===== config.mk =====
export PLATFORM = sky130hd
export DESIGN_NAME = iss_cell
export DESIGN_NICKNAME = d
export VERILOG_FILES = /design/src/hw/rtl/iss_pkg.sv /design/src/hw/rtl/iss_cell.sv
export SDC_FILE = /design/constraint.sdc
export NUM_CORES = 1
export LEC_CHECK = 0
export ABC_CLOCK_PERIOD_IN_PS = 6610
export BUFFER_PORTS_ARGS = -buffer_cell sky130_fd_sc_hd__clkbuf_2
export CORE_MARGIN = 4
export CORE_UTILIZATION = 43
export CTS_CLUSTER_SIZE = 8
export DETAILED_ROUTE_END_ITERATION = 8
export PLACE_DENSITY = 0.78
export SYNTH_ARGS = -nofsm -noshare
export SYNTH_HDL_FRONTEND = slang
export SYNTH_SLANG_ARGS = --single-unit

===== constraint.sdc =====
create_clock -name clk -period 6.61 [get_ports clk]
set_input_delay 0.9915 -clock clk [delete_from_list [all_inputs] [get_ports clk]]
set_output_delay 0.9915 -clock clk [all_outputs]
set_load 0.1 [all_outputs]

===== src/hw/rtl/iss_pkg.sv =====
package iss_pkg;

	localparam int KEY_FULL_W = 64;
	localparam int IDX_W      = 10;
	localparam int SWAP_W     = 20;
	localparam int SWAP_OUT_W = 19;
	localparam int HELD_W     = 11;

	localparam logic [1:0] KIND_INSERT = 2'd0;
	localparam logic [1:0] KIND_READ   = 2'd1;
	localparam logic [1:0] KIND_CLEAR  = 2'd2;

	localparam logic [SWAP_W-1:0]     SWAP_MAX     = {SWAP_W{1'b1}};
	localparam logic [SWAP_OUT_W-1:0] SWAP_OUT_MAX = {SWAP_OUT_W{1'b1}};
	localparam logic [HELD_W-1:0]     HELD_MAX     = {HELD_W{1'b1}};

	// command broadcast to every cell of the chain
	typedef enum logic [1:0] {
		OP_HOLD,
		OP_INSERT,
		OP_LOAD,
		OP_SHIFT
	} cell_op_t;

	typedef enum logic [1:0] {
		ST_IDLE,
		ST_INS,
		ST_RD
	} st_t;

endpackage


===== src/hw/rtl/iss_cell.sv =====
module iss_cell #(
	parameter int IDX    = 0,
	parameter int FILL_W = 11,
	parameter int KEY_W  = 64
) (
	input  logic               clk,
	input  iss_pkg::cell_op_t  op,
	input  logic [KEY_W-1:0]   new_key,
	input  logic [FILL_W-1:0]  fill,
	input  logic [KEY_W-1:0]   prev_key,
	input  logic               prev_gt,
	input  logic [KEY_W-1:0]   next_scan,
	output logic [KEY_W-1:0]   cell_key,
	output logic               gt,
	output logic [KEY_W-1:0]   scan
);

	localparam logic [FILL_W-1:0] MY_IDX = FILL_W'(IDX);

	logic [KEY_W-1:0] key_q;
	logic [KEY_W-1:0] scan_q;
	logic             occupied;
	logic             at_fill;

	assign occupied = MY_IDX < fill;
	assign at_fill  = MY_IDX == fill;
	assign gt       = occupied && (key_q > new_key);

	always_ff @(posedge clk) begin
		case (op)
			iss_pkg::OP_INSERT: begin
				// greater keys move up one cell, the new key lands at the boundary
				if (gt || at_fill) begin
					key_q <= prev_gt ? prev_key : new_key;
				end
				scan_q <= KEY_W'(gt);
			end
			iss_pkg::OP_LOAD: begin
				scan_q <= key_q;
			end
			iss_pkg::OP_SHIFT: begin
				scan_q <= next_scan;
			end
			default: begin
			end
		endcase
	end

	assign cell_key = key_q;
	assign scan     = scan_q;

endmodule


==> results of run 1 <==
-- per-stage QoR --
step | total power (µW) | instance area [µm²]
finish | 2660 | 9810
CTS | 2680 | 9810
floorplan | 1460 | 7240
detailed placement | 1620 | 9140
global placement | 1610 | 9140
global route | 2760 | 9810
-- layout make-up --
class,instances,area [µm²]
timing repair buffer,340,1720
inverter,66,248
multi-input combinational,433,3060
clock inverter,14,238
tap,220,275
clock buffer,18,429
fill,1412,6720
sequential,128,3840
-- power by group through the flow --
stage | clock (µW) | combinational, µW | sequential, µW
floorplan | 0 | 149 | 1310
global placement | 0 | 620 | 989
detailed placement | 0 | 627 | 991
CTS | 1080 | 629 | 975
global route | 1120 | 663 | 978
finish | 1060 | 625 | 974
-- worst max-delay path: cells and delay by family --
family | cells | cell delay (ps)
and+or+nand+nor | 2 | 700
AOI/OAI and AO/OA | 5 | 1250
buffers and inverters | 3 | 550
adders and majority gates | 1 | 300
-- cells by family after synthesis --
| group | after synthesis | synth area share |
|---|---|---|
| compound gates | 114 | 0.0869 |
| fa+ha+maj | 64 | 0.111 |
| buf+inv | 95 | 0.0494 |
| flops | 128 | 0.531 |
| mux | 64 | 0.0886 |
| simple gates | 191 | 0.134 |
-- flip-flops by register name, summed over array words and instances (netlist names) --
signal,cells
cell_key,64
scan,64
-- worst max path at each step --
stage,endpoint,depth (start not counted)
2_1_floorplan,cell_key[0]$_DFFE_PP_,9
3_3_place_gp,gt,11
3_5_place_dp,gt,11
4_1_cts,gt,11
5_1_grt,gt,11
6_report,gt,11
-- cell usage in the layout, fill, tap and decap left out, drive strengths merged, types with 2 or more instances in the layout --
cell type / n
a21oi: 25
edfxtp: 128
a21o: 3
or4: 2
a31oi: 2
mux2i: 63
buf: 7
a211oi: 3
nor4: 3
o211ai: 2
a221oi: 2
nand2: 84
nand2b: 2
bufinv: 6
clkinv: 5
clkinvlp: 2
inv: 67
o21ai: 73
ha: 64
nor3: 8
clkbuf: 351
nor2: 4
nand4: 14
o41ai: 2
nor2b: 64
nand3: 5
-- per-layer routing --
metal | global-route usage | share of wire | vias to the layer above
met2 | 0.382 | 0.50 | 252
met3 | 0.0625 | 0.078 | 22
met1 | 0.274 | 0.41 | 2795
met5 | 0 | 0 | -
met4 | 0.0714 | 0.015 | 0
li1 | - | - | 3003
==> results.cfg, run 1 <==
[run_status]
status = finished, final reports clean

[clocking]
cts.htree.levels = 4
cts_buffers = 17
post_cts_buffers = 0
cts_resized = 0
clockBufferDepth = 2
root_buffer = clkbuf_16
path_clk_slew_ps = 60
cts_tree = built
ctsHoldBuffers = 0
clk_latency_ps = 410
clock_sinks = 128

[power]
p_clk_frac = 0.399
ir_drop_uv = 159
switching_share = 0.322
switchingPower_uw = 857
seqPwrFrac = 0.366
pwr-share-comb = 0.235
power.density_mw_per_mm2 = 271
cell_internal_pwr_uw = 1800
power.leakage_uw = 0.00481

[drt]
drt_iter0_markers = 293
drc = 0
vias_per_cell = 4.98
final_antenna_net_count = 0
routed_wirelength_um = 21600
vias = 6072
detail_route.wl_per_cell_um = 17.7
first_pass_iters = 4

[placed_design]
dp.cells = 1187
gp_congestion = 0.820
portBuffers = 335
dp_hpwl_um = 16800
dp_slack_ps = 1800

[worst_setup_path]
cp-start-kind = input pin
cp_slowest_cell = nor3b_1
reg2regPathDepth = 9
critical_path.max_fanout = 3
slowest_delay_ps = 570
cp-startpoint = new_key[33]
crit_chain = clkbuf_2 > inv_1 > ha_1 > a21oi_1 > o21ai_0 > a221oi_1 > o21ai_0 > a311oi_1 > nor3b_1 > nor3_1 > clkbuf_2
reg2reg_slack_ps = 3170
r2r-end = cell_key[26]$_DFFE_PP_
end_kind = primary output
worstPathArrival_ps = 3810
worstSetupPathType = input pin to primary output
cp.required_ps = 5620
worst_r2r_startpoint = cell_key[55]$_DFFE_PP_

[logic_synthesis]
synth_cells = 656
yosys_warnings = 0
ys_ff_latch = 128
synth_nets = 927
synth_area_per_cell_um2 = 11.0
ys_types = 33
synthesis.area_mm2 = 0.00724
synth_top_area_frac = 0.531
synth_async_sr_flop_share = 0
synth_seq_area_share = 0.531
synth_edf_count = 128
yosysTopAreaCell = edfxtp_1
synthTopCellsByCount = 128 x edfxtp_1, 84 x nand2_1, 73 x o21ai_0
synth_area_leaders = edfxtp_1 53%, ha_1 11%, mux2i_1 8.7%
yosysMostFrequentCell = edfxtp_1
yosys_most_used_dff = edfxtp_1

[die]
core_area_mm2 = 0.0165
start_util = 0.438
io_pins = 336
die_w_um = 138
die_h_um = 138
die_area_mm2 = 0.0190
rows = 47

[worst_hold_path]
min_path_type = register to register
min_path_cells = 2
worstHoldStart = cell_key[56]$_DFFE_PP_
min_to = scan[56]$_DFFE_PP_

[grt]
grt_pass1_wl_um = 32000
antenna_found_initial = 0
track_usage = 0.224
first_global_vias = 6091
grt_overflow = 0
grt_max_degree = 66

[timing]
fin_crit_sh = 0.726
tns_ps = 0
fmax_ghz = 0.208
fin_skew_ps = 11.9
fin_ws_ps = 1810
drv_slew = 0
rsz0062_at_grt = no
slew_headroom = 0.330
tightest_slew_ps = 1000
layout_min_cycle_time_ps = 4800
finalSetupViolations = 0
hold_viol_final = 0
hold_ws_ps = 663

[finish]
drive_gt1_frac = 0.374
diodes = 0
final_util = 0.594
final_cell_count_no_fill = 1219
area_growth_syn_to_layout_pct = 35.4
nets = 1257

[flow_run]
maxCapViolations = 0
(Power assumes the default switching activity.)
==> run 2: changes to the inputs <==
--- a/config.mk
+++ b/config.mk
@@ -5,7 +5,7 @@
 export SDC_FILE = /design/constraint.sdc
 export NUM_CORES = 1
 export LEC_CHECK = 0
-export ABC_CLOCK_PERIOD_IN_PS = 6610
+export ABC_CLOCK_PERIOD_IN_PS = 4000
 export BUFFER_PORTS_ARGS = -buffer_cell sky130_fd_sc_hd__clkbuf_2
 export CORE_MARGIN = 4
 export CORE_UTILIZATION = 43
==> constraint.sdc (replaced) <==
create_clock -name clk -period 4 [get_ports clk]
set_input_delay 0.6 -clock clk [delete_from_list [all_inputs] [get_ports clk]]
set_output_delay 0.6 -clock clk [all_outputs]
set_load 0.1 [all_outputs]
==> results.cfg, run 2 (synthesis results as in run 1) <==
[worst_setup_path]
reg2regPathDepth = 10
worstSetupPathType = register to primary output
worstPathArrival_ps = 3120
path_delay_family = simple AND/OR/NAND/NOR gates
end_kind = primary output
cp.required_ps = 3400
cp-start-kind = register
path_buf_inv = 2
crit_chain = ha_4 > nand4_1 > or4_1 > nor3_2 > nand4_1 > a31oi_1 > nor3b_1 > buf_4 > nor3_2 > buf_12
slowest_delay_ps = 550
critical_path.max_fanout = 3
cp_slowest_cell = or4_1
cp.depth = 10

[timing]
layout_min_cycle_time_ps = 3720
drv_slew = 0
fin_skew_ps = 12.5
fin_crit_sh = 0.929
rsz0062_at_grt = no
hold_ws_ps = 458
finalSetupViolations = 0
tns_ps = 0
tightest_slew_ps = 986
hold_viol_final = 0
fmax_ghz = 0.269
slew_headroom = 0.343

[placed_design]
portBuffers = 335
dp_hpwl_um = 16700
gp_congestion = 0.910

[finish]
ff_latch_area_mm2 = 0.00384
multi_input_area_mm2 = 0.00309
fillerInstances = 1388
final_common_cell = clkbuf_2
final_cell_mix = 332 x clkbuf_2, 128 x edfxtp_1, 84 x nand2_1
drive_gt1_frac = 0.380
nets = 1261
area_growth_syn_to_layout_pct = 35.6
diodes = 0
final_util = 0.595

[die]
core_area_mm2 = 0.0165
die_h_um = 138
die_w_um = 138
start_util = 0.438
io_pins = 336
die_area_mm2 = 0.0190
rows = 47

[grt]
grt_pass1_wl_um = 32100
first_global_vias = 6299
antenna_found_initial = 0
grt_overflow = 0
track_usage = 0.223
grt_max_degree = 65

[clocking]
cts_tree = built
path_clk_slew_ps = 60
cts_buffers = 17
clk_latency_ps = 420
clockBufferDepth = 2
ctsHoldBuffers = 0
root_buffer = clkbuf_16
clock_sinks = 128
cts.htree.levels = 4

[drt]
vias_per_cell = 5.01
detail_route.wl_per_cell_um = 17.5
vias = 6126
drc = 0
first_pass_iters = 4
drt_iter0_markers = 266
routed_wirelength_um = 21300
final_antenna_net_count = 0

[power]
power_uw = 4180
power.leakage_uw = 0.00480
ir_drop_uv = 266
power.density_mw_per_mm2 = 426

[flow_run]
maxCapViolations = 0

[run_status]
status = finished, final reports clean

[worst_hold_path]
min_path_type = input pin to register
min_path_cells = 3
==> run 2: cell types whose count changed in the layout (fill, tap and decap cells not counted), sizes merged <==
| cell | before | now |
|---|---|---|
| clkbuf | 351 | 352 |
| bufinv | 6 | 3 |
| buf | 7 | 12 |
| inv | 67 | 66 |
| clkinvlp | 2 | 3 |
==> run 2: metrics by stage <==
stage	instances	worst slack, ps	area (µm²)
global route	1222	2.05	9820
finish	1222	282	9820
CTS	1222	211	9820
detailed placement	1191	401	9240
floorplan	656	-1010	7290
global placement	1191	424	9240
==> run 2: repair_timing <==
| action | in CTS | in global routing |
|---|---|---|
| buffers inserted | 0 | 0 |
| resized for setup | 0 | 1 |
| endpoints found under the setup margin | 0 | 1 |
==> run 2: worst reg2reg max path: cells and delay by family, from the launching register on <==
family                     cells  cell delay, ps
DFF                            1             460
buffers and inverters          2             410
adders and majority gates      1             320
AOI/OAI and AO/OA              2             600
and+or+nand+nor                5            1120
==> run 2: power by group <==
part	internal (µW)	switching, µW
Clock	971	560
Combinational	245	796
Sequential	1570	35.9
Total	2790	1390
==> run 2: cell type report <==
| type | instances | area share |
|---|---|---|
| Timing Repair Buffer | 344 | 0.182 |
| Tap cell | 220 | 0.0280 |
| Clock inverter | 11 | 0.0144 |
| Clock buffer | 20 | 0.0444 |
| Inverter | 66 | 0.0252 |
| Multi-Input combinational cell | 433 | 0.315 |
| Sequential cell | 128 | 0.391 |
==> run 2: path summary, 6_finish.rpt <==
kind                                              from                endpoint  slack (ps)
worst max-delay path            cell_key[59]$_DFFE_PP_                      gt         280
worst min register to register   cell_key[6]$_DFFE_PP_       scan[6]$_DFFE_PP_         650
worst max register to register  cell_key[59]$_DFFE_PP_  cell_key[17]$_DFFE_PP_         720
worst min-delay path                      prev_key[28]  cell_key[28]$_DFFE_PP_         460
==> run 2: layer usage <==
metal	wire length, µm	GRT usage	part of all wire
met1	8520	0.262	0.40
met3	1530	0.0595	0.072
met5	0	0	0
met2	10900	0.395	0.51
met4	394	0.0719	0.018
