--- config.mk ---
export PLATFORM = sky130hd
export DESIGN_NAME = iss_ctrl
export DESIGN_NICKNAME = d
export VERILOG_FILES = /design/src/hw/rtl/iss_pkg.sv /design/src/hw/rtl/iss_ctrl.sv
export SDC_FILE = /design/constraint.sdc
export NUM_CORES = 1
export LEC_CHECK = 0
export BUFFER_PORTS_ARGS = -buffer_cell sky130_fd_sc_hd__buf_2
export CAP_MARGIN = 20
export CORE_MARGIN = 2
export CORE_UTILIZATION = 30
export CTS_CLUSTER_SIZE = 8
export DETAILED_ROUTE_END_ITERATION = 16
export GPL_TIMING_DRIVEN = 0
export SYNTH_ARGS = -nofsm -noshare
export SYNTH_HDL_FRONTEND = slang
export SYNTH_SLANG_ARGS = --single-unit
--- constraint.sdc ---
create_clock -name clk -period 6.6 [get_ports clk]
set_clock_uncertainty 0.2 [all_clocks]
set_input_delay 0.66 -clock clk [delete_from_list [all_inputs] [get_ports clk]]
set_output_delay 0.66 -clock clk [all_outputs]
set_load 0.05 [all_outputs]
--- src/hw/rtl/iss_pkg.sv ---
package iss_pkg;

	localparam int KEY_FULL_W = 64;
	localparam int IDX_W      = 10;
	localparam int SWAP_W     = 20;
	localparam int SWAP_OUT_W = 19;
	localparam int HELD_W     = 11;

	localparam logic [1:0] KIND_INSERT = 2'd0;
	localparam logic [1:0] KIND_READ   = 2'd1;
	localparam logic [1:0] KIND_CLEAR  = 2'd2;

	localparam logic [SWAP_W-1:0]     SWAP_MAX     = {SWAP_W{1'b1}};
	localparam logic [SWAP_OUT_W-1:0] SWAP_OUT_MAX = {SWAP_OUT_W{1'b1}};
	localparam logic [HELD_W-1:0]     HELD_MAX     = {HELD_W{1'b1}};

	// command broadcast to every cell of the chain
	typedef enum logic [1:0] {
		OP_HOLD,
		OP_INSERT,
		OP_LOAD,
		OP_SHIFT
	} cell_op_t;

	typedef enum logic [1:0] {
		ST_IDLE,
		ST_INS,
		ST_RD
	} st_t;

endpackage

--- src/hw/rtl/iss_ctrl.sv ---
module iss_ctrl #(
	parameter int CAPACITY = 1024,
	parameter int FILL_W   = 11,
	parameter int KEY_W    = 64
) (
	input  logic                              clk,
	input  logic                              arst_n,
	input  logic                              in_valid,
	output logic                              in_stall,
	input  logic [1:0]                        kind,
	input  logic [iss_pkg::IDX_W-1:0]         read_index,
	input  logic [KEY_W-1:0]                  scan0,
	output iss_pkg::cell_op_t                 op,
	output logic [FILL_W-1:0]                 fill,
	output logic                              out_valid,
	input  logic                              out_stall,
	output logic [iss_pkg::KEY_FULL_W-1:0]    read_key,
	output logic [iss_pkg::SWAP_OUT_W-1:0]    swap_total,
	output logic [iss_pkg::HELD_W-1:0]        entries_held,
	output logic                              dropped
);

	localparam int IW    = (FILL_W > iss_pkg::IDX_W) ? FILL_W : iss_pkg::IDX_W;
	localparam int EW    = (FILL_W > iss_pkg::HELD_W) ? FILL_W : iss_pkg::HELD_W;
	localparam int PAD_W = iss_pkg::KEY_FULL_W - KEY_W;
	localparam logic [FILL_W-1:0] CAP_FILL = FILL_W'(CAPACITY);

	iss_pkg::st_t state_q, state_d;

	logic [FILL_W-1:0]                 fill_q, fill_d;
	logic [iss_pkg::SWAP_W-1:0]        swap_q, swap_d;
	logic [FILL_W-1:0]                 cnt_q, cnt_d;
	logic [FILL_W-1:0]                 limit_q, limit_d;
	logic                              out_valid_q;
	logic [iss_pkg::KEY_FULL_W-1:0]    read_key_q, read_key_d;
	logic [iss_pkg::SWAP_OUT_W-1:0]    swap_total_q;
	logic [iss_pkg::HELD_W-1:0]        entries_held_q;
	logic                              dropped_q, dropped_d;

	logic                              accept;
	logic                              full;
	logic                              rd_ok;
	logic                              at_limit;
	logic                              finish;
	logic [FILL_W-1:0]                 greater;
	logic [iss_pkg::SWAP_W:0]          swap_sum;
	logic [EW-1:0]                     fill_ext;

	assign in_stall = (state_q != iss_pkg::ST_IDLE) || (out_valid_q && out_stall);
	assign accept   = (state_q == iss_pkg::ST_IDLE) && in_valid && !in_stall;
	assign full     = fill_q == CAP_FILL;
	assign rd_ok    = IW'(read_index) < IW'(fill_q);
	assign at_limit = cnt_q == limit_q;

	// next state
	always_comb begin
		state_d = state_q;
		case (state_q)
			iss_pkg::ST_IDLE: begin
				if (accept) begin
					if (kind == iss_pkg::KIND_INSERT && !full) begin
						state_d = iss_pkg::ST_INS;
					end else if (kind == iss_pkg::KIND_READ && rd_ok) begin
						state_d = iss_pkg::ST_RD;
					end
				end
			end
			iss_pkg::ST_INS: begin
				if (at_limit || scan0[0]) begin
					state_d = iss_pkg::ST_IDLE;
				end
			end
			iss_pkg::ST_RD: begin
				if (at_limit) begin
					state_d = iss_pkg::ST_IDLE;
				end
			end
			default: begin
				state_d = iss_pkg::ST_IDLE;
			end
		endcase
	end

	// datapath control and results
	always_comb begin
		op         = iss_pkg::OP_HOLD;
		fill_d     = fill_q;
		swap_d     = swap_q;
		cnt_d      = cnt_q;
		limit_d    = limit_q;
		finish     = 1'b0;
		read_key_d = '0;
		dropped_d  = 1'b0;
		greater    = '0;
		swap_sum   = '0;
		case (state_q)
			iss_pkg::ST_IDLE: begin
				if (accept) begin
					cnt_d = '0;
					case (kind)
						iss_pkg::KIND_INSERT: begin
							if (full) begin
								dropped_d = 1'b1;
								finish    = 1'b1;
							end else begin
								op      = iss_pkg::OP_INSERT;
								limit_d = fill_q;
								fill_d  = fill_q + FILL_W'(1);
							end
						end
						iss_pkg::KIND_READ: begin
							if (rd_ok) begin
								op      = iss_pkg::OP_LOAD;
								limit_d = FILL_W'(read_index);
							end else begin
								finish = 1'b1;
							end
						end
						iss_pkg::KIND_CLEAR: begin
							fill_d = '0;
							swap_d = '0;
							finish = 1'b1;
						end
						default: begin
							finish = 1'b1;
						end
					endcase
				end
			end
			iss_pkg::ST_INS: begin
				// flags of greater keys walk down to cell 0; the first one marks the spot
				if (at_limit || scan0[0]) begin
					greater  = at_limit ? '0 : (limit_q - cnt_q);
					swap_sum = {1'b0, swap_q} + (iss_pkg::SWAP_W + 1)'(greater);
					swap_d   = swap_sum[iss_pkg::SWAP_W] ? iss_pkg::SWAP_MAX
						: swap_sum[iss_pkg::SWAP_W-1:0];
					finish   = 1'b1;
				end else begin
					op    = iss_pkg::OP_SHIFT;
					cnt_d = cnt_q + FILL_W'(1);
				end
			end
			iss_pkg::ST_RD: begin
				if (at_limit) begin
					read_key_d = iss_pkg::KEY_FULL_W'(scan0) << PAD_W;
					finish     = 1'b1;
				end else begin
					op    = iss_pkg::OP_SHIFT;
					cnt_d = cnt_q + FILL_W'(1);
				end
			end
			default: begin
			end
		endcase
	end

	assign fill_ext = EW'(fill_d);

	always_ff @(posedge clk or negedge arst_n) begin
		if (!arst_n) begin
			state_q     <= iss_pkg::ST_IDLE;
			fill_q      <= '0;
			swap_q      <= '0;
			cnt_q       <= '0;
			limit_q     <= '0;
			out_valid_q <= 1'b0;
		end else begin
			state_q <= state_d;
			fill_q  <= fill_d;
			swap_q  <= swap_d;
			cnt_q   <= cnt_d;
			limit_q <= limit_d;
			if (finish) begin
				out_valid_q <= 1'b1;
			end else if (!out_stall) begin
				out_valid_q <= 1'b0;
			end
		end
	end

	always_ff @(posedge clk) begin
		if (finish) begin
			read_key_q   <= read_key_d;
			swap_total_q <= (swap_d > iss_pkg::SWAP_W'(iss_pkg::SWAP_OUT_MAX))
				? iss_pkg::SWAP_OUT_MAX : swap_d[iss_pkg::SWAP_OUT_W-1:0];
			entries_held_q <= (fill_ext > EW'(iss_pkg::HELD_MAX))
				? iss_pkg::HELD_MAX : fill_ext[iss_pkg::HELD_W-1:0];
			dropped_q    <= dropped_d;
		end
	end

	assign fill          = fill_q;
	assign out_valid     = out_valid_q;
	assign read_key      = read_key_q;
	assign swap_total    = swap_total_q;
	assign entries_held  = entries_held_q;
	assign dropped       = dropped_q;

endmodule

==> results of run 1 <==
## path summary, 6_finish.rpt
check | end | startpoint | cells past startpoint
min | fill[1] | arst_n | 1
min in group clk | fill[1] | kind[1] | 2
min reg2reg | swap_q[3] | swap_q[3] | 2
max reg2reg | swap_total[18] | cnt_q[6] | 17
max | swap_total[18] | cnt_q[6] | 17
max in group asynchronous | cnt_q[0] | arst_n | 2
## metrics by stage
stage | utilization | TNS, ns | std cells | hold WS, ns | worst slack (ns)
after floorplan | - | 0 | 688 | 0.164 | 1.30
after global placement | 0.360 | -36.03 | 1207 | 0.295 | -0.395
after detailed placement | 0.364 | 0 | 1211 | 0.298 | 0.907
after CTS | 0.387 | 0 | 1243 | 0.0429 | 0.901
after global routing | 0.387 | 0 | 1243 | 0.0604 | 0.568
final | 0.387 | 0 | 1243 | 0.0321 | 0.985
## metal layers
| layer | vias up | part of all wire | track usage |
|---|---|---|---|
| li1 | 2939 | - | - |
| met1 | 2738 | 0.46 | 0.186 |
| met2 | 187 | 0.46 | 0.222 |
| met3 | 11 | 0.074 | 0.0424 |
| met4 | 0 | 0.0073 | 0.0300 |
| met5 | - | 0 | 0 |
## worst max-delay path: stages (launching register included)
cell and delay [ns]:
sky130_fd_sc_hd__dfrtp_1 0.37, sky130_fd_sc_hd__inv_1 0.08, sky130_fd_sc_hd__ha_1 0.37, sky130_fd_sc_hd__nand4_1 0.24, sky130_fd_sc_hd__nor4_2 0.58, sky130_fd_sc_hd__clkbuf_1 0.58, sky130_fd_sc_hd__buf_1 0.44, sky130_fd_sc_hd__nor2_1 0.14
sky130_fd_sc_hd__ha_1 0.37, sky130_fd_sc_hd__a211o_1 0.38, sky130_fd_sc_hd__a2111oi_4 0.37, sky130_fd_sc_hd__o221ai_2 0.19, sky130_fd_sc_hd__nor2b_1 0.17, sky130_fd_sc_hd__and2_1 0.16, sky130_fd_sc_hd__buf_6 0.14, sky130_fd_sc_hd__a221oi_2 0.23
sky130_fd_sc_hd__buf_4 0.24, sky130_fd_sc_hd__o211ai_2 0.09
## layout make-up
class / instances / area, um2
plain buffers: 28 / 128
multi-input cells: 468 / 3210
repair buffers: 193 / 1030
clock buffers: 18 / 429
well taps: 330 / 413
inverters: 41 / 154
clock inverters: 14 / 141
fillers: 2504 / 15500
flip-flops and latches: 151 / 4250
## cells by family after synthesis
family                   synth area share
XOR/XNOR                           0.0396
AO/OA/AOI/OAI                       0.125
multiplexers                       0.0170
buffers and inverters              0.0364
adder cells (fa/ha/maj)            0.0650
flip-flops                          0.550
AND/OR/NAND/NOR                     0.167
## flip-flops by register name, summed over array words and instances (netlist names)
name	count
cnt_q	11
dropped	1
entries_held	11
fill	11
limit_q	11
out_valid	1
read_key	64
state_q	2
swap_q	20
swap_total	19
## synthesized netlist by cell type (7+ instances only)
| cell type | number |
|---|---|
| sky130_fd_sc_hd__a211oi_1 | 9 |
| sky130_fd_sc_hd__a21o_1 | 14 |
| sky130_fd_sc_hd__a21oi_1 | 33 |
| sky130_fd_sc_hd__and3_1 | 70 |
| sky130_fd_sc_hd__clkbuf_1 | 23 |
| sky130_fd_sc_hd__dfrtp_1 | 56 |
| sky130_fd_sc_hd__edfxtp_1 | 95 |
| sky130_fd_sc_hd__ha_1 | 37 |
| sky130_fd_sc_hd__inv_1 | 41 |
| sky130_fd_sc_hd__mux2_2 | 9 |
| sky130_fd_sc_hd__nand2_1 | 53 |
| sky130_fd_sc_hd__nand2b_1 | 9 |
| sky130_fd_sc_hd__nand3_1 | 13 |
| sky130_fd_sc_hd__nand3_2 | 7 |
| sky130_fd_sc_hd__nand4_1 | 8 |
| sky130_fd_sc_hd__nor2_1 | 49 |
| sky130_fd_sc_hd__o21ai_0 | 40 |
| sky130_fd_sc_hd__xnor2_1 | 25 |
| sky130_fd_sc_hd__xor2_1 | 10 |
## power breakdown
part | switching, W | leakage, nW | internal, W
registers | 0.000130 | 1.65 | 0.00134
logic | 0.00180 | 2.63 | 0.000840
clock network | 0.000423 | 0.278 | 0.000532
==> flow_metrics.py, run 1 <==
metrics = {
    "run_status": {
        "result_of_the_run": "complete, no violations",
    },
    "finish": {
        "commonest_cells_after_routing_fill_and_taps_aside": "sky130_fd_sc_hd__buf_2 (189), sky130_fd_sc_hd__edfxtp_1 (95), sky130_fd_sc_hd__and3_1 (70), sky130_fd_sc_hd__dfrtp_1 (56), sky130_fd_sc_hd__nand2_1 (53)",
        "syn_to_final_growth_pct": 26.2,
        "layout.nets": 1019,
        "post-route-cell-area_mm2": 0.00976,
        "most_common_cell_after_layout_fill_and_taps_aside": "sky130_fd_sc_hd__buf_2",
        "drive_above_1_share": 0.286,
        "antenna_cells": 0,
    },
    "timing": {
        "report.final.slew_viol_count": 0,
        "rsz_0062_raised_after_global_routing": "no",
        "maxSlewHeadroom": 0.412,
        "hold_violations": 0,
        "final_min_period_over_clock_period": 0.851,
        "final.min_clock_period_ns": 5.61,
        "timing.final.setup_violations": 0,
        "achievable-frequency_mhz": 178,
        "tightestPinTransition_ns": 0.883,
    },
    "placement": {
        "hpwl_um": 14200,
        "gpl.final_weighted_congestion": 0.843,
        "placement_stage_cell_area_mm2": 0.00919,
        "io_buffer_count": 189,
    },
    "drt": {
        "drt-vias-per-instance": 4.73,
        "routedWlPerCell_um": 15.2,
        "drt_drc_violations_left": 0,
        "drt_iter0_drc": 511,
        "postRouteWirelength_um": 18900,
        "drt_pre_antenna_iters": 4,
        "route.vias.total": 5875,
        "detail-route-antenna-nets": 0,
    },
    "cts": {
        "clockRootBuffer": "sky130_fd_sc_hd__clkbuf_16",
        "clock_insertion_delay_worst_skew_ns": 0.42,
        "clock_tree.buffer_depth": 2,
        "cts_tree": "built",
        "htreeDepth": 4,
        "tritoncts.num_buffers": 17,
        "cts_setup_buffers": 0,
        "post_cts.resized_instances": 0,
        "clkSlewWorstSetupHoldPaths_ns": 0.06,
        "clock_sink_count": 151,
        "cts_hold_repair.buffers": 0,
    },
    "power": {
        "finalPower_w": 0.00507,
        "cellLeakagePower_nw": 4.56,
        "power_density_mw_per_mm2": 519,
        "vdd_ir_drop_max_v": 0.000281,
    },
    "synthesis": {
        "synth.cell_area_mm2": 0.00773,
        "syn_nets": 807,
        "netlist_instances": 688,
        "netlist-cell-type-count": 63,
        "yosys_most_used_dff": "sky130_fd_sc_hd__edfxtp_1",
        "synth_seq_cells": 151,
        "yosys-top-cells-area": "sky130_fd_sc_hd__edfxtp_1 (37%), sky130_fd_sc_hd__dfrtp_1 (18%), sky130_fd_sc_hd__ha_1 (6.0%)",
        "yosysSeqAreaShare": 0.550,
        "synth_top_cell_area_share": 0.369,
        "synthesis.yosys.warnings": 0,
        "post_synth_top_area_cell": "sky130_fd_sc_hd__edfxtp_1",
        "synth-edff-count": 95,
        "syn-mean-instance-area_um2": 11.2,
        "synth_async_sr_flop_share": 0.371,
    },
    "floorplan": {
        "initial_utilization": 0.306,
        "placementRows": 58,
        "boundaryPins": 190,
        "die_h_um": 165,
        "floorplan.die_area_mm2": 0.0271,
        "chipWidth_um": 165,
        "area_inside_the_core_boundary_mm2": 0.0253,
    },
    "hold_path": {
        "worst_hold_path_type": "in2async",
    },
    "global_route": {
        "first_global_vias": 5559,
        "grt_max_degree": 36,
        "grtUsageTotal": 0.139,
        "global_route_wire_length_before_repair_um": 29200,
        "initial_antenna_violation_count": 0,
        "gr-total-overflow": 0,
    },
    "setup_path": {
        "critPathRequiredTime_ns": 6.56,
        "worstSetupPathType": "reg2reg",
        "rrSetupSlack_ns": 0.99,
        "worst-endpoint-arrival_ns": 5.58,
        "critPathCaptureType": "flip-flop",
        "critical_path.startpoint_type": "flip-flop",
        "critical_path_peak_fanout": 10,
    },
    "job": {
        "drv_cap": 0,
    },
}
Note: power is estimated with default switching activity, not from simulation.
==> run 2: changes to the inputs <==
--- a/config.mk
+++ b/config.mk
@@ -7,8 +7,8 @@
 export LEC_CHECK = 0
 export BUFFER_PORTS_ARGS = -buffer_cell sky130_fd_sc_hd__buf_2
 export CAP_MARGIN = 20
-export CORE_MARGIN = 2
 export CORE_UTILIZATION = 30
+export CTS_BUF_LIST = sky130_fd_sc_hd__clkbuf_8
 export CTS_CLUSTER_SIZE = 8
 export DETAILED_ROUTE_END_ITERATION = 16
 export GPL_TIMING_DRIVEN = 0
==> run 2 against run 1 <==
Against the previous run: first-iteration DRC count down 25%; utilization is 0.68 points lower; register-to-register slack improved by 0.04 ns; combinational power barely moved; hold slack better by 0.25 ns; routed wire length decreased by 1.1%; sequential power about the same; die area is 2.4% lower; final cell count barely moved; critical endpoint is now swap_total[12]; largest cell class unchanged.
==> flow_metrics.py, run 2 (synthesis results as in run 1) <==
metrics = {
    "finish": {
        "n_fill_cell": 2525,
        "antenna_cells": 0,
        "largest_register_ffs": 64,
        "most_common_cell_after_layout_fill_and_taps_aside": "sky130_fd_sc_hd__buf_2",
        "syn_to_final_growth_pct": 24.0,
        "non_filler_instance_count_after_layout": 1244,
        "drive_above_1_share": 0.287,
        "utilization": 0.380,
        "layout.nets": 1020,
        "commonest_cells_after_routing_fill_and_taps_aside": "sky130_fd_sc_hd__buf_2 (189), sky130_fd_sc_hd__edfxtp_1 (95), sky130_fd_sc_hd__and3_1 (70), sky130_fd_sc_hd__dfrtp_1 (56), sky130_fd_sc_hd__nand2_1 (53)",
    },
    "cts": {
        "clock_insertion_delay_worst_skew_ns": 0.48,
        "post_cts.resized_instances": 0,
        "cts_tree": "built",
        "clkSlewWorstSetupHoldPaths_ns": 0.09,
        "htreeDepth": 4,
        "cts_setup_buffers": 0,
        "clock_tree.buffer_depth": 2,
        "tritoncts.num_buffers": 17,
        "clock_sink_count": 151,
        "clockRootBuffer": "sky130_fd_sc_hd__clkbuf_8",
        "cts_hold_repair.buffers": 1,
    },
    "timing": {
        "report.final.slew_viol_count": 0,
        "rsz_0062_raised_after_global_routing": "no",
        "worst_hold_slack_ns": 0.277,
        "timing.final.setup_violations": 0,
        "final_min_period_over_clock_period": 0.845,
        "tightestPinTransition_ns": 0.841,
        "maxSlewHeadroom": 0.439,
        "final.min_clock_period_ns": 5.58,
        "achievable-frequency_mhz": 179,
        "setup_ws_ns": 1.02,
        "hold_violations": 0,
    },
    "hold_path": {
        "worst_hold_path_type": "in2reg",
        "worst_hold_depth": 2,
        "worst_hold_startpoint": "kind[1]",
        "hold_end": "fill[1]",
    },
    "power": {
        "total_switching_power_w": 0.00234,
        "sequentialPowerShare": 0.304,
        "power_density_mw_per_mm2": 504,
        "vdd_ir_drop_max_v": 0.000251,
        "cellLeakagePower_nw": 4.48,
        "combinationalPowerShare": 0.547,
        "netSwitchingFraction": 0.484,
        "pwr-share-clk": 0.149,
        "power.internal_w": 0.00249,
        "finalPower_w": 0.00483,
    },
    "global_route": {
        "grtUsageTotal": 0.144,
        "global_route_wire_length_before_repair_um": 29600,
        "initial_antenna_violation_count": 0,
        "grt_max_degree": 38,
        "gr-total-overflow": 0,
        "first_global_vias": 5764,
    },
    "floorplan": {
        "area_inside_the_core_boundary_mm2": 0.0253,
        "chipWidth_um": 163,
        "die_h_um": 163,
        "placementRows": 58,
        "boundaryPins": 190,
        "floorplan.die_area_mm2": 0.0264,
        "initial_utilization": 0.306,
    },
    "drt": {
        "drt_drc_violations_left": 0,
        "drt_pre_antenna_iters": 5,
        "postRouteWirelength_um": 18700,
        "drt_iter0_drc": 383,
        "routedWlPerCell_um": 15.0,
        "drt-vias-per-instance": 4.76,
        "route.vias.total": 5925,
        "detail-route-antenna-nets": 0,
    },
    "setup_path": {
        "critical_path_peak_fanout": 10,
        "worst-endpoint-arrival_ns": 5.59,
        "rrSetupSlack_ns": 1.02,
        "crit_chain": "inv_1 > ha_1 > nand4_1 > nor4_2 > clkbuf_1 > buf_1 > nor2_1 > ha_1 > a211o_1 > a2111oi_4 > o221ai_2 > nor2b_1 > and2_1 > buf_6 > a221oi_2 > buf_4 > o21ai_1",
        "path_common_cell": "sky130_fd_sc_hd__ha_1",
        "worst-r2r-cell-count": 17,
        "critical_path.startpoint_type": "flip-flop",
        "critPathRequiredTime_ns": 6.62,
        "r2r_end": "swap_total[12]",
        "slowest_stage": "sky130_fd_sc_hd__nor4_2",
        "worstSetupPathType": "reg2reg",
        "cp_slowest_stage_delay_ns": 0.57,
        "worst_r2r_startpoint": "cnt_q[6]",
        "critPathCaptureType": "flip-flop",
    },
    "placement": {
        "dpl_worst_slack_ns": 0.926,
        "number_of_placed_instances_taps_included": 1211,
        "gpl.final_weighted_congestion": 0.847,
        "io_buffer_count": 189,
        "hpwl_um": 14000,
    },
    "run_status": {
        "result_of_the_run": "complete, no violations",
    },
    "job": {
        "drv_cap": 0,
    },
}
==> run 2: cell types whose count changed in the layout (fill, tap and decap cells not counted) <==
cell	before	now
sky130_fd_sc_hd__clkbuf_16	17	0
sky130_fd_sc_hd__clkinv_4	1	0
sky130_fd_sc_hd__clkbuf_8	0	17
sky130_fd_sc_hd__clkinv_2	2	1
sky130_fd_sc_hd__clkbuf_1	24	23
sky130_fd_sc_hd__inv_6	5	8
sky130_fd_sc_hd__dlygate4sd3_1	0	1
==> run 2: stage by stage <==
step	instance area (um2)	TNS [ns]
after floorplan	7740	0
after global placement	9100	-38.07
after detailed placement	9190	0
after CTS	9590	0
after global routing	9590	0
final	9590	0
==> run 2: area by class of cell <==
class	instances	area (um2)	area share
clock buffers	17	234	0.0244
repair buffers	194	1040	0.109
clock inverters	15	154	0.0160
inverters	41	154	0.0160
plain buffers	28	128	0.0133
flip-flops and latches	151	4250	0.444
well taps	330	413	0.0431
multi-input cells	468	3210	0.335
==> run 2: power by group through the flow <==
stage	Combinational, W	Sequential [W]	Clock (W)
final	0.00264	0.00147	0.000722
after global routing	0.00289	0.00150	0.000779
after CTS	0.00266	0.00147	0.000745
after detailed placement	0.00264	0.00149	0
after global placement	0.00258	0.00152	0
after floorplan	0.00139	0.00213	0
==> run 2: how the worst max path moves through the flow <==
stage | slack (ns) | end | from
2_1_floorplan | 1.30 | dropped | fill[1]
3_3_place_gp | -0.42 | read_key[43] | cnt_q[8]
3_5_place_dp | 0.93 | swap_total[12] | limit_q[5]
6_report | 1.02 | swap_total[12] | cnt_q[6]
5_1_grt | 0.58 | swap_total[12] | cnt_q[6]
4_1_cts | 0.91 | swap_total[12] | cnt_q[8]
==> run 2: worst max-delay path: cells and delay by family, from the launching register on <==
family	cells	cell delay (ns)
AOI/OAI and AO/OA	5	1.29
DFF	1	0.36
and+or+nand+nor	5	1.29
buffers and inverters	5	1.46
adders and majority gates	2	0.74
==> run 2: layer usage <==
metal,track usage,wire length [um]
met1,0.186,8570
met4,0.0416,167
met2,0.234,8650
met3,0.0410,1320
met5,0,0
==> run 3: changes to the inputs <==
--- a/config.mk
+++ b/config.mk
@@ -5,6 +5,7 @@
 export SDC_FILE = /design/constraint.sdc
 export NUM_CORES = 1
 export LEC_CHECK = 0
+export ABC_AREA = 1
 export BUFFER_PORTS_ARGS = -buffer_cell sky130_fd_sc_hd__buf_2
 export CAP_MARGIN = 20
 export CORE_UTILIZATION = 30
==> constraint.sdc (replaced) <==
create_clock -name clk -period 4.57 [get_ports clk]
set_clock_uncertainty 0.2 [all_clocks]
set_input_delay 0.457 -clock clk [delete_from_list [all_inputs] [get_ports clk]]
set_output_delay 0.457 -clock clk [all_outputs]
set_load 0.05 [all_outputs]
==> run 3 against run 2 <==
Against the previous run: combinational power increased by 47%; worst setup slack got worse by 0.54 ns; highest routed layer unchanged; cell area increased by 6.5%; synthesized cell count increased by 37%; critical endpoint is now swap_total[11]; die area increased by 7.4%; via count increased by 16%.
==> flow_metrics.py, run 3 <==
metrics = {
    "synthesis": {
        "yosys.area_share.xor_xnor": 0.0221,
        "syn-mean-instance-area_um2": 8.84,
        "synth_top_family_by_area": "simple AND/OR/NAND/NOR gates",
        "synth_seq_cells": 151,
        "yosys.cell_count.top_type": "sky130_fd_sc_hd__nand2_1",
        "ys_top_cells_by_count": "sky130_fd_sc_hd__nand2_1 (189), sky130_fd_sc_hd__inv_1 (168), sky130_fd_sc_hd__nor2_1 (127), sky130_fd_sc_hd__edfxtp_1 (95), sky130_fd_sc_hd__dfrtp_1 (56)",
        "netlist_instances": 941,
        "yosys-top-cells-area": "sky130_fd_sc_hd__edfxtp_1 (34%), sky130_fd_sc_hd__dfrtp_1 (17%), sky130_fd_sc_hd__nand2_1 (8.5%)",
        "post_synth_mux_area_share": 0,
        "yosysSeqAreaShare": 0.512,
        "synth_top_cell_area_share": 0.343,
        "yosys_most_used_dff": "sky130_fd_sc_hd__edfxtp_1",
        "synth.cell_area_mm2": 0.00832,
        "synthesis.yosys.warnings": 0,
        "syn_nets": 1060,
        "synth-compound-area-share": 0.0813,
        "synth_async_sr_flop_share": 0.371,
        "netlist-cell-type-count": 49,
        "post_synth_top_area_cell": "sky130_fd_sc_hd__edfxtp_1",
        "post_synth_and_or_nand_nor_area_fraction": 0.231,
        "synth-edff-count": 95,
        "synth_adder_area_share": 0.0605,
    },
    "drt": {
        "drt_drc_violations_left": 0,
        "drt_pre_antenna_iters": 5,
        "detail-route-antenna-nets": 0,
        "drt_iter0_drc": 494,
        "postRouteWirelength_um": 20800,
        "routedWlPerCell_um": 13.5,
        "route.vias.total": 6881,
        "drt-vias-per-instance": 4.47,
    },
    "setup_path": {
        "crit_chain": "inv_1 > ha_1 > nand2_1 > o21ai_1 > nand4_1 > a21oi_1 > o21ai_0 > nand3_1 > nand2_1 > nor2_1 > ha_1 > a21oi_1 > nor2_1 > nor2_1 > nand3_2 > nand2_4 > nand4_1 > nand3_1 > buf_4 > nand4_1",
        "worst-r2r-cell-count": 20,
        "critical_path.startpoint_type": "flip-flop",
        "rrSetupSlack_ns": 0.49,
        "critPathRequiredTime_ns": 4.55,
        "critPathCaptureType": "flip-flop",
        "cp_slowest_stage_delay_ns": 0.39,
        "critical_path_buf_inv_count": 2,
        "worst-endpoint-arrival_ns": 4.06,
        "slowest_stage": "sky130_fd_sc_hd__ha_1",
        "worst_path_dominant_cell_family": "simple AND/OR/NAND/NOR gates",
        "critical_path_peak_fanout": 10,
        "worstSetupPathType": "reg2reg",
        "worst_r2r_startpoint": "cnt_q[2]",
        "r2r_end": "swap_total[11]",
    },
    "timing": {
        "final_min_period_over_clock_period": 0.893,
        "maxSlewHeadroom": 0.410,
        "hold_violations": 0,
        "report.final.slew_viol_count": 0,
        "sum_of_negative_setup_slack_ns": 0,
        "timing.final.setup_violations": 0,
        "achievable-frequency_mhz": 245,
        "tightestPinTransition_ns": 0.883,
        "final.min_clock_period_ns": 4.08,
        "rsz_0062_raised_after_global_routing": "no",
    },
    "finish": {
        "largest_register_ffs": 64,
        "post-route-cell-area_mm2": 0.0102,
        "syn_to_final_growth_pct": 22.8,
        "utilization": 0.377,
        "layout.nets": 1273,
        "commonest_cells_after_routing_fill_and_taps_aside": "sky130_fd_sc_hd__buf_2 (194), sky130_fd_sc_hd__nand2_1 (188), sky130_fd_sc_hd__inv_1 (168), sky130_fd_sc_hd__nor2_1 (127), sky130_fd_sc_hd__edfxtp_1 (95)",
        "drive_above_1_share": 0.230,
        "most_common_cell_after_layout_fill_and_taps_aside": "sky130_fd_sc_hd__buf_2",
    },
    "global_route": {
        "grtUsageTotal": 0.147,
        "first_global_vias": 6591,
        "grt_max_degree": 32,
        "gr-total-overflow": 0,
        "initial_antenna_violation_count": 0,
        "global_route_wire_length_before_repair_um": 33000,
    },
    "cts": {
        "clock_sink_count": 151,
        "clock_tree.buffer_depth": 2,
        "clkSlewWorstSetupHoldPaths_ns": 0.09,
        "tritoncts.num_buffers": 17,
        "cts_tree": "built",
        "clock_insertion_delay_worst_skew_ns": 0.46,
        "cts_setup_buffers": 0,
        "clockRootBuffer": "sky130_fd_sc_hd__clkbuf_8",
        "htreeDepth": 4,
    },
    "floorplan": {
        "boundaryPins": 190,
        "chipWidth_um": 168,
        "floorplan.die_area_mm2": 0.0284,
        "placementRows": 60,
        "initial_utilization": 0.307,
        "die_h_um": 168,
        "area_inside_the_core_boundary_mm2": 0.0271,
    },
    "power": {
        "combinationalPowerShare": 0.557,
        "pwr-share-clk": 0.142,
        "power_density_mw_per_mm2": 680,
        "vdd_ir_drop_max_v": 0.000302,
        "power.internal_w": 0.00345,
        "total_switching_power_w": 0.00349,
        "sequentialPowerShare": 0.301,
        "netSwitchingFraction": 0.502,
        "cellLeakagePower_nw": 5.01,
    },
    "hold_path": {
        "worst_hold_path_type": "in2reg",
        "worst_hold_depth": 3,
        "hold_end": "out_valid",
        "worst_hold_startpoint": "out_stall",
    },
    "job": {
        "drv_cap": 0,
    },
    "run_status": {
        "result_of_the_run": "complete, no violations",
    },
    "placement": {
        "gpl.final_weighted_congestion": 0.870,
        "io_buffer_count": 189,
        "placement_stage_cell_area_mm2": 0.00983,
        "hpwl_um": 16400,
    },
}
## run 3: layout make-up
cell class                      instances  area [um2]
Antenna cell                            1        2.50
Buffer                                 20         131
Clock buffer                           17         234
Clock inverter                         15         134
Fill cell                            2757       16900
Inverter                              172         648
Multi-Input combinational cell        598        3300
Sequential cell                       151        4250
Tap cell                              372         465
Timing Repair Buffer                  194        1040
## run 3: worst max-delay path by stage
stage	startpoint	end	slack, ns	cells past startpoint
floorplan	fill[9]	dropped	0.48	10
global placement	read_index[9]	swap_total[11]	-0.18	10
detailed placement	cnt_q[2]	swap_total[11]	0.32	20
CTS	cnt_q[2]	swap_total[11]	0.29	20
global route	cnt_q[2]	swap_total[11]	0.05	20
finish	cnt_q[2]	swap_total[11]	0.49	20
## run 3: logic make-up after synthesis
group / count (synthesis)
and+or+nand+nor: 433
buffers and inverters: 192
DFF: 151
AOI/OAI and AO/OA: 105
adders and majority gates: 39
xor gates and xnor gates: 21
## run 3: per-stage QoR
step / setup slack (ns) / hold slack, ns / total power, W / instances
detailed placement: 0.320 / 0.309 / 0.00599 / 1506
global placement: -0.182 / 0.307 / 0.00591 / 1502
floorplan: 0.482 / -0.0386 / 0.00505 / 941
global route: 0.0515 / 0.0523 / 0.00748 / 1539
finish: 0.489 / 0.0537 / 0.00694 / 1540
CTS: 0.286 / 0.0304 / 0.00700 / 1539
## run 3: worst register-to-register path, delay by kind of cell (launching register included)
kind | cells | cell delay, ns
adders and majority gates | 2 | 0.70
DFF | 1 | 0.36
buffers and inverters | 2 | 0.30
and+or+nand+nor | 12 | 1.46
AOI/OAI and AO/OA | 4 | 0.78
## run 3: timing repair
| item | CTS | global route |
|---|---|---|
| resized for setup | 0 | 3 |
| hold buffers | 1 | 0 |
| endpoints found under the hold margin | 28 | 0 |
| endpoints found under the setup margin | 0 | 23 |
## run 3: metal layers
| metal | track usage | up-vias | routed length (um) |
|---|---|---|---|
| met3 | 0.0283 | 20 | 788 |
| met2 | 0.253 | 169 | 10300 |
| li1 | - | 3501 | - |
| met1 | 0.186 | 3191 | 9520 |
| met5 | 0 | - | 0 |
| met4 | 0.0427 | 0 | 244 |
## run 3: power groups by stage
stage	registers, W	clock network, W	logic, W
2_1_floorplan	0.00283	0	0.00223
3_3_place_gp	0.00213	0	0.00378
3_5_place_dp	0.00212	0	0.00387
4_1_cts	0.00209	0.00102	0.00388
5_1_grt	0.00213	0.00107	0.00428
6_report	0.00209	0.000988	0.00387
